===== config.mk =====
export PLATFORM = sky130hd
export DESIGN_NAME = y4m_stream_deframer_flat
export DESIGN_NICKNAME = d
export VERILOG_FILES = /design/src/rtl/y4m_pkg.sv /design/src/rtl/y4m_in_if.sv /design/src/rtl/y4m_out_if.sv /design/src/rtl/y4m_stream_deframer.sv /design/src/flat_wrapper.sv
export SDC_FILE = /design/constraint.sdc
export NUM_CORES = 2
export LEC_CHECK = 0
export ABC_CLOCK_PERIOD_IN_PS = 10500
export BUFFER_PORTS_ARGS = -buffer_cell sky130_fd_sc_hd__buf_4
export CAP_MARGIN = 20
export CORE_MARGIN = 10
export CORE_UTILIZATION = 50
export DETAILED_ROUTE_END_ITERATION = 10
export GPL_TIMING_DRIVEN = 0
export PLACE_DENSITY = 0.66
export SKIP_CTS_REPAIR_TIMING = 1
export SLEW_MARGIN = 20
export SYNTH_ARGS = -nofsm -noshare
export SYNTH_HDL_FRONTEND = slang
export SYNTH_SLANG_ARGS = --single-unit

===== constraint.sdc =====
create_clock -name clk -period 10.5 [get_ports clk]
set_input_delay 2.1 -clock clk [delete_from_list [all_inputs] [get_ports clk]]
set_output_delay 2.1 -clock clk [all_outputs]
set_load 0.03 [all_outputs]

===== src/rtl/y4m_pkg.sv =====
// shared types, constants and character tables of the y4m stream deframer
package y4m_pkg;

    localparam int DIM_BITS    = 16;
    localparam int OFFSET_BITS = 48;
    localparam int SIZE_BITS   = 33;

    localparam logic [2:0] KIND_HEADER = 3'd0;
    localparam logic [2:0] KIND_FRAME  = 3'd1;
    localparam logic [2:0] KIND_PIXEL  = 3'd2;
    localparam logic [2:0] KIND_END    = 3'd3;
    localparam logic [2:0] KIND_ERROR  = 3'd4;

    localparam logic [3:0] ERR_HDR_NO_NL    = 4'd0;
    localparam logic [3:0] ERR_MAGIC        = 4'd1;
    localparam logic [3:0] ERR_WIDTH        = 4'd2;
    localparam logic [3:0] ERR_HEIGHT       = 4'd3;
    localparam logic [3:0] ERR_RATE         = 4'd4;
    localparam logic [3:0] ERR_CHROMA       = 4'd5;
    localparam logic [3:0] ERR_MISSING_TAG  = 4'd6;
    localparam logic [3:0] ERR_MARK_NO_NL   = 4'd7;
    localparam logic [3:0] ERR_BAD_MARKER   = 4'd8;
    localparam logic [3:0] ERR_TRUNCATED    = 4'd9;
    localparam logic [3:0] ERR_NONE         = 4'd15;

    localparam logic REQ_DATA = 1'b0;
    localparam logic REQ_EOS  = 1'b1;

    localparam logic [7:0] CH_SPACE = 8'h20;
    localparam logic [7:0] CH_NL    = 8'h0a;
    localparam logic [7:0] CH_COLON = 8'h3a;
    localparam logic [7:0] CH_W     = 8'h57;
    localparam logic [7:0] CH_H     = 8'h48;
    localparam logic [7:0] CH_F     = 8'h46;
    localparam logic [7:0] CH_C     = 8'h43;

    localparam logic [3:0] MAGIC_LEN  = 4'd9;
    localparam logic [3:0] MARKER_LEN = 4'd5;

    typedef struct packed {
        logic       req_type;
        logic [7:0] data_byte;
    } in_item_t;

    typedef struct packed {
        logic [2:0]             item_kind;
        logic [DIM_BITS-1:0]    frame_width;
        logic [DIM_BITS-1:0]    frame_height;
        logic [31:0]            rate_numerator;
        logic [31:0]            rate_denominator;
        logic [SIZE_BITS-1:0]   frame_byte_count;
        logic [7:0]             pixel_value;
        logic [SIZE_BITS-1:0]   byte_in_frame;
        logic                   last_of_frame;
        logic [3:0]             error_code;
        logic [OFFSET_BITS-1:0] stream_position;
    } out_item_t;

    function automatic logic [7:0] magic_char(input logic [3:0] idx);
        case (idx)
            4'd0:    magic_char = "Y";
            4'd1:    magic_char = "U";
            4'd2:    magic_char = "V";
            4'd3:    magic_char = "4";
            4'd4:    magic_char = "M";
            4'd5:    magic_char = "P";
            4'd6:    magic_char = "E";
            4'd7:    magic_char = "G";
            4'd8:    magic_char = "2";
            default: magic_char = 8'h00;
        endcase
    endfunction

    function automatic logic [7:0] marker_char(input logic [3:0] idx);
        case (idx)
            4'd0:    marker_char = "F";
            4'd1:    marker_char = "R";
            4'd2:    marker_char = "A";
            4'd3:    marker_char = "M";
            4'd4:    marker_char = "E";
            default: marker_char = 8'h00;
        endcase
    endfunction

    // chroma candidates: 0 = 420, 1 = 420jpeg, 2 = 420mpeg2
    function automatic logic [7:0] chroma_char(input logic [1:0] cand, input logic [3:0] idx);
        logic [7:0] ch;
        ch = 8'h00;
        case (idx)
            4'd0:    ch = "4";
            4'd1:    ch = "2";
            4'd2:    ch = "0";
            4'd3:    ch = (cand == 2'd1) ? "j" : "m";
            4'd4:    ch = "p";
            4'd5:    ch = "e";
            4'd6:    ch = "g";
            4'd7:    ch = "2";
            default: ch = 8'h00;
        endcase
        chroma_char = ch;
    endfunction

    function automatic logic [3:0] chroma_len(input logic [1:0] cand);
        case (cand)
            2'd0:    chroma_len = 4'd3;
            2'd1:    chroma_len = 4'd7;
            default: chroma_len = 4'd8;
        endcase
    endfunction

endpackage


===== src/rtl/y4m_in_if.sv =====
// input item channel of the y4m stream deframer
interface y4m_in_if import y4m_pkg::*; ();
    logic     valid;
    logic     ready;
    in_item_t data;

    modport source (output valid, output data, input ready);
    modport sink (input valid, input data, output ready);
endinterface


===== src/rtl/y4m_out_if.sv =====
// result item channel of the y4m stream deframer
interface y4m_out_if import y4m_pkg::*; ();
    logic      valid;
    logic      ready;
    out_item_t data;

    modport source (output valid, output data, input ready);
    modport sink (input valid, input data, output ready);
endinterface


===== src/rtl/y4m_stream_deframer.sv =====
// y4m stream deframer: header parser, frame marker matcher and payload pass-through
// Takes a YUV4MPEG2 byte stream one item per clock (a byte or an end-of-stream
// mark) and gives at most one result item per input item: header parsed, frame
// start, pixel byte, clean end or error. Each item is handled in the cycle it is
// accepted and its result sits in an output register, so a byte can be taken on
// every clock while the sink keeps up. The one exception is the end of the header
// line: the I420 frame size (W*H + 2*ceil(W/2)*ceil(H/2)) comes from a two-stage
// multiply pipeline, so after W or H changes the header result is held back until
// the sum stage holds the new size. Errors are sticky; after a clean end or an
// error the block takes items and gives nothing until reset.
module y4m_stream_deframer import y4m_pkg::*; (
    input  logic            clk,
    input  logic            rst_n,
    y4m_in_if.sink          stream,
    y4m_out_if.source       result
);

    localparam logic [2:0] PH_MAGIC   = 3'd0;
    localparam logic [2:0] PH_TAGS    = 3'd1;
    localparam logic [2:0] PH_MARKER  = 3'd2;
    localparam logic [2:0] PH_PAYLOAD = 3'd3;
    localparam logic [2:0] PH_DONE    = 3'd4;
    localparam logic [2:0] PH_DEAD    = 3'd5;

    // parser state
    logic [2:0]             phase_reg, phase_next;
    logic [3:0]             tok_reg, tok_next;
    logic [7:0]             letter_reg, letter_next;
    logic [2:0]             cmatch_reg, cmatch_next;
    logic [32:0]            acc_reg, acc_next;
    logic                   seen_reg, seen_next;
    logic                   bad_reg, bad_next;
    logic                   rpart_reg, rpart_next;
    logic [DIM_BITS-1:0]    width_reg, width_next;
    logic [DIM_BITS-1:0]    height_reg, height_next;
    logic [31:0]            num_reg, num_next;
    logic [31:0]            den_reg, den_next;
    logic [3:0]             tags_reg, tags_next;
    logic [3:0]             lerr_reg, lerr_next;
    logic [SIZE_BITS-1:0]   pcnt_reg, pcnt_next;
    logic [OFFSET_BITS-1:0] offset_reg, offset_next;
    logic [1:0]             settle_reg, settle_next;

    // frame size pipeline
    logic [2*DIM_BITS-1:0]  prod_wh_reg;
    logic [2*DIM_BITS-1:0]  prod_c_reg;
    logic [SIZE_BITS-1:0]   size_reg;
    logic [DIM_BITS-1:0]    half_w;
    logic [DIM_BITS-1:0]    half_h;

    // result register
    logic                   ovalid_reg, ovalid_next;
    logic [2:0]             okind_reg, okind_next;
    logic [7:0]             opix_reg, opix_next;
    logic [SIZE_BITS-1:0]   oidx_reg, oidx_next;
    logic                   olast_reg, olast_next;
    logic [3:0]             oerr_reg, oerr_next;
    logic [OFFSET_BITS-1:0] opos_reg, opos_next;

    logic                   settled;
    logic                   accept;
    logic [7:0]             c;
    logic                   is_digit;
    logic [36:0]            acc_mul;

    // decimal step on the current byte
    logic [32:0]            dc_acc;
    logic                   dc_seen;
    logic                   dc_bad;

    // tag finish computed from the current token
    logic                   fin_ok;
    logic [3:0]             fin_err;
    logic [3:0]             fin_tags;
    logic [DIM_BITS-1:0]    fin_w;
    logic [DIM_BITS-1:0]    fin_h;
    logic [31:0]            fin_den;
    logic                   dec_dim_ok;
    logic                   dec_u32_ok;
    logic [3:0]             tok_inc;
    logic [3:0]             tok_m1;
    logic                   c_ok;
    logic [3:0]             hdr_err;

    assign settled  = (settle_reg == 2'd0);
    assign stream.ready = !ovalid_reg || (result.ready && settled);
    assign accept   = stream.valid && stream.ready;
    assign c        = stream.data.data_byte;
    assign is_digit = (c >= "0") && (c <= "9");
    assign tok_inc  = (tok_reg < 4'd15) ? tok_reg + 4'd1 : tok_reg;
    assign tok_m1   = tok_reg - 4'd1;

    // acc * 10 + digit as shift-add, saturating at 2^32
    assign acc_mul = {1'b0, acc_reg, 3'b000} + {3'b000, acc_reg, 1'b0}
                   + {29'd0, c - 8'h30};

    always_comb
    begin
        dc_acc  = acc_reg;
        dc_seen = seen_reg;
        dc_bad  = bad_reg;
        if (is_digit)
        begin
            dc_seen = 1'b1;
            if (!acc_reg[32])
            begin
                dc_acc = (acc_mul[36:32] != 5'd0) ? {1'b1, 32'd0} : acc_mul[32:0];
            end
        end
        else
        begin
            dc_bad = 1'b1;
        end
    end

    assign dec_dim_ok = seen_reg && !bad_reg && (acc_reg[32:DIM_BITS] == '0);
    assign dec_u32_ok = seen_reg && !bad_reg && !acc_reg[32];

    always_comb
    begin
        c_ok = 1'b0;
        for (int i = 0; i < 3; i++)
        begin
            if (cmatch_reg[i] && (tok_m1 == chroma_len(2'(i))))
            begin
                c_ok = 1'b1;
            end
        end
    end

    // what closing the current tag would do
    always_comb
    begin
        fin_ok   = 1'b1;
        fin_tags = tags_reg;
        fin_w    = width_reg;
        fin_h    = height_reg;
        fin_den  = den_reg;
        fin_err  = ERR_NONE;
        if (tok_reg != 4'd0)
        begin
            case (letter_reg)
                CH_W:
                begin
                    fin_ok = dec_dim_ok;
                    fin_err = ERR_WIDTH;
                    if (dec_dim_ok)
                    begin
                        fin_w = acc_reg[DIM_BITS-1:0];
                        fin_tags[0] = 1'b1;
                    end
                end
                CH_H:
                begin
                    fin_ok = dec_dim_ok;
                    fin_err = ERR_HEIGHT;
                    if (dec_dim_ok)
                    begin
                        fin_h = acc_reg[DIM_BITS-1:0];
                        fin_tags[1] = 1'b1;
                    end
                end
                CH_F:
                begin
                    fin_ok = rpart_reg && dec_u32_ok;
                    fin_err = ERR_RATE;
                    if (fin_ok)
                    begin
                        fin_den = acc_reg[31:0];
                        fin_tags[2] = 1'b1;
                    end
                end
                CH_C:
                begin
                    fin_ok = c_ok;
                    fin_err = ERR_CHROMA;
                    if (c_ok)
                    begin
                        fin_tags[3] = 1'b1;
                    end
                end
                default:
                begin
                    fin_ok = 1'b1;
                end
            endcase
        end
    end

    always_comb
    begin
        phase_next  = phase_reg;
        tok_next    = tok_reg;
        letter_next = letter_reg;
        cmatch_next = cmatch_reg;
        acc_next    = acc_reg;
        seen_next   = seen_reg;
        bad_next    = bad_reg;
        rpart_next  = rpart_reg;
        width_next  = width_reg;
        height_next = height_reg;
        num_next    = num_reg;
        den_next    = den_reg;
        tags_next   = tags_reg;
        lerr_next   = lerr_reg;
        pcnt_next   = pcnt_reg;
        offset_next = offset_reg;
        hdr_err     = lerr_reg;

        ovalid_next = ovalid_reg && !(result.ready && settled);
        okind_next  = okind_reg;
        opix_next   = opix_reg;
        oidx_next   = oidx_reg;
        olast_next  = olast_reg;
        oerr_next   = oerr_reg;
        opos_next   = opos_reg;

        if (accept && (phase_reg != PH_DONE) && (phase_reg != PH_DEAD))
        begin
            // common result defaults
            opix_next  = 8'd0;
            oidx_next  = '0;
            olast_next = 1'b0;
            oerr_next  = 4'd0;
            opos_next  = '0;
            if (stream.data.req_type == REQ_EOS)
            begin
                ovalid_next = 1'b1;
                okind_next  = KIND_ERROR;
                phase_next  = PH_DEAD;
                case (phase_reg)
                    PH_MAGIC, PH_TAGS: oerr_next = ERR_HDR_NO_NL;
                    PH_MARKER:
                    begin
                        if (tok_reg == 4'd0)
                        begin
                            okind_next = KIND_END;
                            phase_next = PH_DONE;
                        end
                        else
                        begin
                            oerr_next = ERR_MARK_NO_NL;
                        end
                    end
                    default: oerr_next = ERR_TRUNCATED;
                endcase
            end
            else
            begin
                offset_next = offset_reg + OFFSET_BITS'(1);
                case (phase_reg)
                    PH_MAGIC:
                    begin
                        if ((c == CH_SPACE) || (c == CH_NL))
                        begin
                            if ((bad_reg || (tok_reg != MAGIC_LEN)) && (lerr_reg == ERR_NONE))
                            begin
                                hdr_err = ERR_MAGIC;
                            end
                            lerr_next = hdr_err;
                            tok_next  = 4'd0;
                            bad_next  = 1'b0;
                            phase_next = PH_TAGS;
                        end
                        else
                        begin
                            if ((tok_reg >= MAGIC_LEN) || (magic_char(tok_reg) != c))
                            begin
                                bad_next = 1'b1;
                            end
                            tok_next = tok_inc;
                        end
                    end
                    PH_TAGS:
                    begin
                        if ((c == CH_SPACE) || (c == CH_NL))
                        begin
                            width_next  = fin_w;
                            height_next = fin_h;
                            den_next    = fin_den;
                            tags_next   = fin_tags;
                            tok_next    = 4'd0;
                            if (!fin_ok && (lerr_reg == ERR_NONE))
                            begin
                                hdr_err = fin_err;
                            end
                            lerr_next = hdr_err;
                        end
                        else if (tok_reg == 4'd0)
                        begin
                            letter_next = c;
                            acc_next    = '0;
                            seen_next   = 1'b0;
                            bad_next    = 1'b0;
                            rpart_next  = 1'b0;
                            cmatch_next = 3'b111;
                            tok_next    = 4'd1;
                        end
                        else
                        begin
                            tok_next = tok_inc;
                            case (letter_reg)
                                CH_W, CH_H:
                                begin
                                    acc_next  = dc_acc;
                                    seen_next = dc_seen;
                                    bad_next  = dc_bad;
                                end
                                CH_F:
                                begin
                                    if ((c == CH_COLON) && !rpart_reg)
                                    begin
                                        if (dec_u32_ok)
                                        begin
                                            num_next = acc_reg[31:0];
                                        end
                                        else
                                        begin
                                            bad_next = 1'b1;
                                        end
                                        rpart_next = 1'b1;
                                        acc_next   = '0;
                                        seen_next  = 1'b0;
                                    end
                                    else
                                    begin
                                        acc_next  = dc_acc;
                                        seen_next = dc_seen;
                                        bad_next  = dc_bad;
                                    end
                                end
                                CH_C:
                                begin
                                    for (int i = 0; i < 3; i++)
                                    begin
                                        if ((tok_m1 >= chroma_len(2'(i)))
                                            || (chroma_char(2'(i), tok_m1) != c))
                                        begin
                                            cmatch_next[i] = 1'b0;
                                        end
                                    end
                                end
                                default:
                                begin
                                    tok_next = tok_inc;
                                end
                            endcase
                        end
                    end
                    PH_MARKER:
                    begin
                        if (c == CH_NL)
                        begin
                            ovalid_next = 1'b1;
                            if (bad_reg || (tok_reg < MARKER_LEN))
                            begin
                                okind_next = KIND_ERROR;
                                oerr_next  = ERR_BAD_MARKER;
                                phase_next = PH_DEAD;
                            end
                            else
                            begin
                                okind_next = KIND_FRAME;
                                opos_next  = offset_next;
                                pcnt_next  = '0;
                                tok_next   = 4'd0;
                                bad_next   = 1'b0;
                                phase_next = (size_reg != '0) ? PH_PAYLOAD : PH_MARKER;
                            end
                        end
                        else
                        begin
                            if ((tok_reg < MARKER_LEN) && (marker_char(tok_reg) != c))
                            begin
                                bad_next = 1'b1;
                            end
                            tok_next = tok_inc;
                        end
                    end
                    default:
                    begin
                        // payload byte pass-through
                        ovalid_next = 1'b1;
                        okind_next  = KIND_PIXEL;
                        opix_next   = c;
                        oidx_next   = pcnt_reg;
                        pcnt_next   = pcnt_reg + SIZE_BITS'(1);
                        if (pcnt_next == size_reg)
                        begin
                            olast_next = 1'b1;
                            tok_next   = 4'd0;
                            bad_next   = 1'b0;
                            phase_next = PH_MARKER;
                        end
                    end
                endcase

                // end of header line
                if ((c == CH_NL) && ((phase_reg == PH_MAGIC) || (phase_reg == PH_TAGS)))
                begin
                    ovalid_next = 1'b1;
                    if ((hdr_err == ERR_NONE) && (tags_next != 4'hf))
                    begin
                        hdr_err = ERR_MISSING_TAG;
                    end
                    lerr_next = hdr_err;
                    if (hdr_err != ERR_NONE)
                    begin
                        okind_next = KIND_ERROR;
                        oerr_next  = hdr_err;
                        phase_next = PH_DEAD;
                    end
                    else
                    begin
                        okind_next = KIND_HEADER;
                        opos_next  = offset_next;
                        tok_next   = 4'd0;
                        bad_next   = 1'b0;
                        phase_next = PH_MARKER;
                    end
                end
            end
        end

        // hold results until the frame size pipeline catches up with W and H
        if ((width_next != width_reg) || (height_next != height_reg))
        begin
            settle_next = 2'd2;
        end
        else if (!settled)
        begin
            settle_next = settle_reg - 2'd1;
        end
        else
        begin
            settle_next = settle_reg;
        end
    end

    assign half_w = DIM_BITS'(({1'b0, width_reg} + (DIM_BITS+1)'(1)) >> 1);
    assign half_h = DIM_BITS'(({1'b0, height_reg} + (DIM_BITS+1)'(1)) >> 1);

    // two-stage frame size: products, then sum
    always_ff @(posedge clk)
    begin
        prod_wh_reg <= (2*DIM_BITS)'(width_reg) * (2*DIM_BITS)'(height_reg);
        prod_c_reg  <= (2*DIM_BITS)'(half_w) * (2*DIM_BITS)'(half_h);
        size_reg    <= {1'b0, prod_wh_reg} + {prod_c_reg, 1'b0};
    end

    always_ff @(posedge clk or negedge rst_n)
    begin
        if (!rst_n)
        begin
            phase_reg  <= PH_MAGIC;
            tok_reg    <= 4'd0;
            letter_reg <= 8'd0;
            cmatch_reg <= 3'b111;
            acc_reg    <= '0;
            seen_reg   <= 1'b0;
            bad_reg    <= 1'b0;
            rpart_reg  <= 1'b0;
            width_reg  <= '0;
            height_reg <= '0;
            num_reg    <= '0;
            den_reg    <= '0;
            tags_reg   <= 4'd0;
            lerr_reg   <= ERR_NONE;
            pcnt_reg   <= '0;
            offset_reg <= '0;
            settle_reg <= 2'd2;
            ovalid_reg <= 1'b0;
        end
        else
        begin
            phase_reg  <= phase_next;
            tok_reg    <= tok_next;
            letter_reg <= letter_next;
            cmatch_reg <= cmatch_next;
            acc_reg    <= acc_next;
            seen_reg   <= seen_next;
            bad_reg    <= bad_next;
            rpart_reg  <= rpart_next;
            width_reg  <= width_next;
            height_reg <= height_next;
            num_reg    <= num_next;
            den_reg    <= den_next;
            tags_reg   <= tags_next;
            lerr_reg   <= lerr_next;
            pcnt_reg   <= pcnt_next;
            offset_reg <= offset_next;
            settle_reg <= settle_next;
            ovalid_reg <= ovalid_next;
        end
    end

    always_ff @(posedge clk)
    begin
        okind_reg <= okind_next;
        opix_reg  <= opix_next;
        oidx_reg  <= oidx_next;
        olast_reg <= olast_next;
        oerr_reg  <= oerr_next;
        opos_reg  <= opos_next;
    end

    // stream parameters do not change while a result is pending
    assign result.valid                 = ovalid_reg && settled;
    assign result.data.item_kind        = okind_reg;
    assign result.data.frame_width      = width_reg;
    assign result.data.frame_height     = height_reg;
    assign result.data.rate_numerator   = num_reg;
    assign result.data.rate_denominator = den_reg;
    assign result.data.frame_byte_count = size_reg;
    assign result.data.pixel_value      = opix_reg;
    assign result.data.byte_in_frame    = oidx_reg;
    assign result.data.last_of_frame    = olast_reg;
    assign result.data.error_code       = oerr_reg;
    assign result.data.stream_position  = opos_reg;

endmodule


===== src/flat_wrapper.sv =====
// flat-port wrapper written by rule: the top's interface ports become plain ports
module y4m_stream_deframer_flat import y4m_pkg::*;
  (clk, rst_n, stream_valid, stream_data, stream_ready, result_valid, result_data, result_ready);
  y4m_in_if stream_i ();
  y4m_out_if result_i ();
  input  logic clk;
  input  logic rst_n;
  input wire logic [$bits(stream_i.valid)-1:0] stream_valid;
  input wire logic [$bits(stream_i.data)-1:0] stream_data;
  output wire logic [$bits(stream_i.ready)-1:0] stream_ready;
  output wire logic [$bits(result_i.valid)-1:0] result_valid;
  output wire logic [$bits(result_i.data)-1:0] result_data;
  input wire logic [$bits(result_i.ready)-1:0] result_ready;
  assign stream_i.valid = stream_valid;
  assign stream_i.data = stream_data;
  assign stream_ready = stream_i.ready;
  assign result_valid = result_i.valid;
  assign result_data = result_i.data;
  assign result_i.ready = result_ready;
  y4m_stream_deframer u_core (.clk(clk), .rst_n(rst_n), .stream(stream_i), .result(result_i));
endmodule

==> key figures <==
Outcome
  • Status: complete, no violations

Critical path
  • CP Buf/Inv Count: 8
  • Crit path max-delay family: adder cells
  • CP peak stage delay: a little under 0.7 ns
  • Arr. time, crit path: 9.46 ns
  • CP max stage cell: xor2_1
  • Critical setup path kind: reg -> reg
  • Worst EP required: around 11 ns
  • Endpoint type of the worst setup path: register
  • Worst-path fanout max: 10
  • Reg2Reg Setup Slack: 1.56 ns
  • Startpoint types: register

Clock tree
  • TritonCTS Buffers: 48
  • Clk buf depth: 3
  • Htree depth: 2
  • Worst-path clk slew: 0.06 ns
  • CTS root buffer: clkbuf_16
  • Worst-Skew Late Latency: 0.61 ns
  • TritonCTS clock tree: done
  • Num Clock Sinks: 436

Synthesis
  • Count leader, synth: inv_1
  • Largest family of logic cells by synthesized area: adder cells
  • Ys flop type: dfrtp_1
  • Async set-reset flop share out of synthesis: 0.5550
  • Yosys top cell by area: fa_1
  • Synth area leaders: fa_1 20%, dfrtp_1 15%, ha_1 9.9%, edfxtp_1 7.3%, xnor2_1 5.2%
  • Share of the synthesized area in the top cell type: 0.1970
  • Syn Area/Cell: 9.405 um2
  • Distinct cells, synth: 92
  • Number of synthesized flops with an enable pin: 97
  • Yosys warnings: 0
  • Syn nets: about 5000
  • Mapped cell area: 0.04013 mm2
  • Sequential element share of the synthesized area: 0.2721
  • Synth Area in Compound Gates: 0.09244
  • Most frequent cells after synthesis: 519 x inv_1, 481 x nand2_1, 395 x fa_1
  • Post-Synth XOR/XNOR Area: 0.07607
  • Yosys reg bits: 436
  • Gate Count Post-Synth: ~4300
  • Post-Synth Adder-Cell Area: 0.2962
  • Simple-Gate Fraction of Synth Area: 0.1672
  • Post-synthesis mux area share: 0.02787

Die
  • Core ar.: 0.07926 mm2
  • I/O pin cnt: between 200 and 250
  • Die width: 303.3 um
  • Site Rows: a little over 100
  • Initial Util: 0.5064
  • Die height: between 300 and 400 um
  • Die footprint: 0.09200 mm2

Final layout
  • Share of cells above drive strength 1: 0.1042
  • Area delta synth->final: 11.99%
  • Util after Layout: 0.5671
  • Fin nets: 5285
  • Post-Layout Cell Count: 5651

GRT
  • Vias in the first global route: 31592
  • Largest net degree at the start of global routing: 90
  • GRT Util Overall: 0.2501
  • Total grt overflow: 0
  • First-pass GRT wire length: around 180000 um
  • Initial antenna violation count: 2

Routing
  • Via count: 31690
  • DR vias/cell: 5.608
  • TritonRoute pass-1 iters: 8
  • DRC: 0
  • Avg WL per Cell: about 20 um
  • Starting DRT DRC Count: 2570
  • Routed wire length: 116000 um
  • Antenna Nets Post-Route: 0

Timing
  • Fin worst setup slack: around 1.6 ns
  • # setup viols final: 0
  • RSZ-0062 raised after global routing: no
  • Slew @ Worst Pin: ~1.3 ns
  • Slew HR: 0.1526
  • Post-layout min period: 8.938 ns
  • TNS Setup: 0 ns
  • WHS: approximately 0.34 ns
  • Final worst path period share: 0.8513
  • Max Clock Freq: around 110 MHz
  • Clock skew: 0.02430 ns
  • Final Hold Vio Count: 0
  • Slew Limit Fails: 0

Placed design
  • Post-DP HPWL: 92150 um
  • Post-Place Setup Slack: 1.219 ns
  • Placed cell count: 5559
  • Routability cong.: between 0.9 and 1
  • # port buffers: 238

Job
  • Total of max-cap violations: 0

Power and ir drop
  • Pwr dens: roughly 110 mW/mm2
  • Peak VDD IR: ~0.00011 V
  • Leakage: 21.31 nW

Hold path
  • Hold WC Path Type: reg -> reg
## area by class of cell
class	count	area [um2]
fillers	7167	34310
multi-input cells	3114	26520
flip-flops and latches	436	10920
inverters	519	1951
repair buffers	242	1882
clock buffers	64	1363
well taps	1050	1314
plain buffers	198	787.0
clock inverters	26	205.2
diodes	2	5.005
## through the flow
stage               instance area, um2  power [mW]
CTS                              44920       4.830
detailed placement               43360       3.147
finish                           44940       4.784
floorplan                        40130       2.742
global route                     44940       5.017
global placement                 43230       3.133
## cells in the final DEF (no fill, tap or decap), types with 15 or more instances in the layout
master and n:
inv_1 518, nand2_1 481, fa_1 395, nor2_1 329, ha_1 318, buf_4 240, xnor2_1 234, dfrtp_1 234
and2_1 185, clkbuf_1 179, o21ai_0 133, a21oi_1 124, xor2_1 109, edfxtp_1 97, dfxtp_1 97, mux2_2 93
nand3_1 90, nor3_1 52, a21o_1 52, clkbuf_16 49, o41ai_1 45, nand4_1 43, nor4_1 36, and3_1 34
nand2b_1 26, o21a_1 25, a31oi_1 24, nor2b_1 23, a211oi_1 23, o31ai_1 20, or3_1 19, o21bai_1 18
buf_1 15
## cells by family (layout without fill, tap and decap cells)
kind of cell,Yosys count,in the layout
and+or+nand+nor,1391,1391
buffers and inverters,717,1049
adders and majority gates,713,713
AOI/OAI and AO/OA,563,563
DFF,436,436
xor gates and xnor gates,347,347
muxes,100,100
other,0,2
## worst register-to-register path: cells and delay by family, from the launching register on
family	cells	cell delay, ns
adder cells (fa/ha/maj)	7	3.36
AO/OA/AOI/OAI	8	1.71
buffers and inverters	8	1.57
AND/OR/NAND/NOR	5	0.95
XOR/XNOR	2	0.84
flip-flops	1	0.43
## power by group
| part | switching (mW) | internal [mW] | leakage [nW] |
|---|---|---|---|
| Clock | 0.728 | 0.943 | 0.769 |
| Sequential | 0.0733 | 1.89 | 5.03 |
| Combinational | 0.780 | 0.369 | 15.5 |
| Total | 1.58 | 3.20 | 21.3 |
## metal layers
metal | global-route usage | share of wire | vias up
li1 | - | - | 14676
met1 | 0.3417 | 0.43 | 15622
met2 | 0.4004 | 0.46 | 1181
met3 | 0.04796 | 0.078 | 211
met4 | 0.07413 | 0.031 | 0
met5 | 0 | 0 | -
## worst paths after layout
kind                                          to                  start  depth (start not counted)
max                        u_core.prod_c_reg[31]   u_core.height_reg[5]                         30
min reg2reg                   u_core.size_reg[0]  u_core.prod_wh_reg[0]                          0
min in group asynchronous  u_core.offset_reg[35]                  rst_n                          1
min                           u_core.size_reg[0]  u_core.prod_wh_reg[0]                          0
max in group asynchronous   u_core.settle_reg[1]                  rst_n                          3
max reg2reg                u_core.prod_c_reg[31]   u_core.height_reg[5]                         30
Note: power is estimated with default switching activity, not from simulation.
